`src/rtl/cfa_pkg.sv`:
```
// shared types and constants of the contiguous fit allocator
package cfa_pkg;

   localparam int MAX_UNITS = 1024;
   localparam int ADDR_W    = 10;
   localparam int CNT_W     = 11;
   localparam int LIFE_W    = 8;
   localparam int OUT_W     = 10;
   localparam int CSR_W     = 11;
   localparam int CSR_IDX_W = 2;

   localparam logic [CSR_IDX_W-1:0] CSR_UNITS    = 2'd0;
   localparam logic [CSR_IDX_W-1:0] CSR_STRATEGY = 2'd1;
   localparam logic [CSR_IDX_W-1:0] CSR_THRESH   = 2'd2;

   typedef enum logic [1:0] {
      OP_ALLOC = 2'd0,
      OP_TICK  = 2'd1,
      OP_CLEAR = 2'd2,
      OP_NONE  = 2'd3
   } op_type;

   typedef enum logic [1:0] {
      STRAT_BEST  = 2'd0,
      STRAT_FIRST = 2'd1,
      STRAT_NEXT  = 2'd2,
      STRAT_NONE  = 2'd3
   } strat_type;

   typedef enum logic [2:0] {
      MODE_SEARCH,
      MODE_FRAG,
      MODE_WRITE,
      MODE_TICK,
      MODE_CLEAR
   } mode_type;

   typedef enum logic [3:0] {
      S_RST,
      S_RST_WAIT,
      S_IDLE,
      S_DISPATCH,
      S_SEARCH,
      S_DECIDE,
      S_WRITE,
      S_SWEEP,
      S_FRAG,
      S_EMIT
   } state_type;

   typedef struct packed {
      logic     load;
      logic     start;
      mode_type mode;
      logic     emit;
   } cmd_type;

   typedef struct packed {
      logic   done;
      op_type op;
      logic   alloc_ok;
      logic   found;
      logic   out_free;
   } sts_type;

endpackage

```
`src/rtl/cfa_ctrl.sv`:
```
// sequencer that orders the memory passes of one operation
module cfa_ctrl (
   input  logic              clock,
   input  logic              reset,
   input  logic              req_valid,
   output logic              req_ready,
   input  cfa_pkg::sts_type  sts,
   output cfa_pkg::cmd_type  cmd
);

   cfa_pkg::state_type state_ff, state_in;

   always_ff @(posedge clock) begin
      if (reset) begin
         state_ff <= cfa_pkg::S_RST;
      end else begin
         state_ff <= state_in;
      end
   end

   always_comb begin
      state_in  = state_ff;
      req_ready = 1'b0;
      cmd.load  = 1'b0;
      cmd.start = 1'b0;
      cmd.mode  = cfa_pkg::MODE_FRAG;
      cmd.emit  = 1'b0;
      case (state_ff)
         cfa_pkg::S_RST: begin
            cmd.start = 1'b1;
            cmd.mode  = cfa_pkg::MODE_CLEAR;
            state_in  = cfa_pkg::S_RST_WAIT;
         end
         cfa_pkg::S_RST_WAIT: begin
            if (sts.done) state_in = cfa_pkg::S_IDLE;
         end
         cfa_pkg::S_IDLE: begin
            req_ready = 1'b1;
            if (req_valid) begin
               cmd.load = 1'b1;
               state_in = cfa_pkg::S_DISPATCH;
            end
         end
         cfa_pkg::S_DISPATCH: begin
            cmd.start = 1'b1;
            case (sts.op)
               cfa_pkg::OP_ALLOC: begin
                  if (sts.alloc_ok) begin
                     cmd.mode = cfa_pkg::MODE_SEARCH;
                     state_in = cfa_pkg::S_SEARCH;
                  end else begin
                     cmd.mode = cfa_pkg::MODE_FRAG;
                     state_in = cfa_pkg::S_FRAG;
                  end
               end
               cfa_pkg::OP_TICK: begin
                  cmd.mode = cfa_pkg::MODE_TICK;
                  state_in = cfa_pkg::S_SWEEP;
               end
               cfa_pkg::OP_CLEAR: begin
                  cmd.mode = cfa_pkg::MODE_CLEAR;
                  state_in = cfa_pkg::S_SWEEP;
               end
               default: begin
                  cmd.mode = cfa_pkg::MODE_FRAG;
                  state_in = cfa_pkg::S_FRAG;
               end
            endcase
         end
         cfa_pkg::S_SEARCH: begin
            if (sts.done) state_in = cfa_pkg::S_DECIDE;
         end
         cfa_pkg::S_DECIDE: begin
            cmd.start = 1'b1;
            if (sts.found) begin
               cmd.mode = cfa_pkg::MODE_WRITE;
               state_in = cfa_pkg::S_WRITE;
            end else begin
               cmd.mode = cfa_pkg::MODE_FRAG;
               state_in = cfa_pkg::S_FRAG;
            end
         end
         cfa_pkg::S_WRITE, cfa_pkg::S_SWEEP: begin
            if (sts.done) begin
               cmd.start = 1'b1;
               cmd.mode  = cfa_pkg::MODE_FRAG;
               state_in  = cfa_pkg::S_FRAG;
            end
         end
         cfa_pkg::S_FRAG: begin
            if (sts.done) state_in = cfa_pkg::S_EMIT;
         end
         cfa_pkg::S_EMIT: begin
            if (sts.out_free) begin
               cmd.emit = 1'b1;
               state_in = cfa_pkg::S_IDLE;
            end
         end
         default: begin
            state_in = cfa_pkg::S_RST;
         end
      endcase
   end

endmodule

```
`config.mk`:
```
export PLATFORM = sky130hd
export DESIGN_NAME = cfa_ctrl
export DESIGN_NICKNAME = d
export VERILOG_FILES = /design/src/rtl/cfa_pkg.sv /design/src/rtl/cfa_ctrl.sv
export SDC_FILE = /design/constraint.sdc
export NUM_CORES = 1
export LEC_CHECK = 0
export BUFFER_PORTS_ARGS = -buffer_cell sky130_fd_sc_hd__buf_2
export CAP_MARGIN = 30
export CORE_AREA = 2 2 39 41
export CTS_BUF_LIST = sky130_fd_sc_hd__clkbuf_8
export DETAILED_ROUTE_END_ITERATION = 10
export DIE_AREA = 0 0 41 43
export GPL_ROUTABILITY_DRIVEN = 0
export PLACE_DENSITY = 0.69
export SLEW_MARGIN = 10
export SYNTH_ARGS = -nofsm -noshare
export SYNTH_HDL_FRONTEND = slang
export SYNTH_SLANG_ARGS = --single-unit
```
`constraint.sdc`:
```
create_clock -name clock -period 1.6 [get_ports clock]
set_input_delay 0.08 -clock clock [delete_from_list [all_inputs] [get_ports clock]]
set_output_delay 0.08 -clock clock [all_outputs]
set_load 0.05 [all_outputs]
```
==> metrics <==
total wire length=1510 µm; Area growth syn-to-layout=27.5%; Most flops, register=state_ff; R2R Path Start=state_ff[1]; gr ovfl total=0; Yosys warning count=0; worst hold slack=62.6 ps; DR vias=647; critical path fanouts, max=7; largest net degree at the start of global routing=14; worst-skew pair later-pin latency=220 ps; post-route non-filler standard cell count=110; layer with the highest usage=met2; top cells by area, synth=dfxtp_1, ha_1, a21oi_1; maximum clock frequency=0.651 GHz; Cells after Synth=76; pwr dens=1730 nW/µm²; LEAKAGE=0.000328 µW; hpwl dp=1170 µm; timing endpoint of the critical path=cmd[4]; RR Endpoint=state_ff[1]; First-pass DRT Iterations=4; vias per inst=5.88; Setup Viol. Count Final=0; Detailed Route Iter0 Violations=13; register-to-register setup slack=170 ps; largest area contributor in the netlist=dfxtp_1; Final #Nets=109; Post-synth EDFFs=0; worst-margin pin slew=360 ps; Total Power=1350 µW; starting density of the core=44.1%; Main synth FF type=dfxtp_1; CTS tree=yes; Async S/R FF share, synth=0%; Final Cycle Share=96.0%; met1 Use GR=26.0%; Detail Route Antenna Nets=0; Final Max Slew Viols=0; post-synth design cell area=611 µm²; relative slew slack=75.9%; vias in the first global route=621; register area share after synthesis=13.1%; Die X=41 µm; Setup WS pre-CTS=57.2 ps; cts bufs inserted=3; Placed Cells=107; fill cell count=129; Worst Path Required=1520 ps; share of cells above drive strength 1=44.7%; Crit. End Element=output pin; RSZ-0062 raised after global routing=false; crit start category=flip-flop; maximum clock insertion buffer count=2; routing usage on met2=30.6%; CTS sink count=4; met3 usage=2.62%; gr usage total=20.5%; clk_skew=3.81 ps; Unique masters post-synth=42; I/O pin cnt=16; Yosys top cell area share=13.1%; Net Count, Synth=89; number of flip-flops in the largest register=4; clock-pin slew on the worst setup and hold paths=30 ps; number of port buffers=15; commonest non-fill, non-tap cell in the layout=buf_2; Worst setup startpoint=state_ff[2]; max-cap check violation count=0; register bit total from synthesis=4; Avg Inst Size Synth=8.03 µm²; CP Data Arrival Time=1460 ps; Clk Tree Root Cell=clkbuf_8; most frequent cells in the layout=buf_2, a21oi_1, inv_1, buf_4; drc violations=0; status=complete, no violations; wire length per cell=13.7 µm; final core occ=56.2%; Die Ht=43 µm; Hold Path Class=in2reg; first-pass GRT wire length=2500 µm; final hold violations=0; ANT cells=0; setup ws final=64.2 ps; Worst Reg-to-Reg Cells=4; WS Path Type=reg2out; core area=1380 µm²; DIE AREA=1760 µm²; VDD IR max=0.932 mV; initial antenna violation count=0; Largest regs=state_ff x4; fin crit period=1540 ps; H-tree depth=1; row count=14
area by class of cell:
| type | count | area [µm²] | area share (%) |
|---|---|---|---|
| clock buffers | 3 | 41.3 | 5.31 |
| inverters | 6 | 22.5 | 2.89 |
| multi-input cells | 62 | 499 | 64.1 |
| repair buffers | 19 | 110 | 14.1 |
| flip-flops and latches | 4 | 85.1 | 10.9 |
| well taps | 16 | 20.0 | 2.57 |
per-stage QoR:
stage	area, µm²	setup TNS (ps)
after CTS	766	0
after global routing	778	0
after global placement	717	0
after floorplan	627	-124
final	778	0
after detailed placement	717	0
worst min-delay path by stage:
| stage | from | cells after the start | end | slack [ps] |
|---|---|---|---|---|
| CTS | reset | 2 | state_ff[3] | 60 |
| finish | reset | 2 | state_ff[3] | 60 |
| global route | reset | 2 | state_ff[1] | 80 |
| global placement | reset | 2 | state_ff[2] | 300 |
| floorplan | reset | 1 | state_ff[1] | 150 |
| detailed placement | reset | 2 | state_ff[3] | 290 |
report_power, final:
| part | leakage [µW] | internal, µW | switching (µW) |
|---|---|---|---|
| clock | 0.0000216 | 160 | 50.9 |
| sequential | 0.0000343 | 136 | 94.0 |
| combinational | 0.000272 | 336 | 571 |
logic make-up after synthesis:
kind of cell | count (synthesis) | synth area share [%]
simple gates | 31 | 31.4
compound gates | 25 | 33.4
buf+inv | 10 | 9.43
xor+xnor | 1 | 2.66
flops | 4 | 13.1
fa+ha+maj | 5 | 10.0
repair_timing:
item,in CTS,in global routing
hold buffers,0,0
resized for setup,5,4
setup buffers,0,0
pin swaps,0,0
endpoints found under the setup margin,5,2
metal layers:
metal | wire length [µm] | vias up
li1 | - | 326
met1 | 677 | 296
met2 | 734 | 21
met3 | 59 | 4
met4 | 38 | 0
met5 | 0 | -
cell usage after synthesis (all sizes together) (2+ instances only):
cell type	count
nor2	3
dfxtp	4
o21ai	2
inv	6
nor3	6
a21oi	8
nor2b	2
nand2	2
nand2b	4
and3	2
o32ai	2
or3	2
nand3	2
buf	4
ha	4
critical path, cell delays in order, from the launching register on:
cell and delay [ps]:
dfxtp_2 350, buf_4 170, nand2b_2 210, a21o_1 190
a21oi_2 120, buf_4 200
No activity file was read; power rests on OpenSTA's default activity.
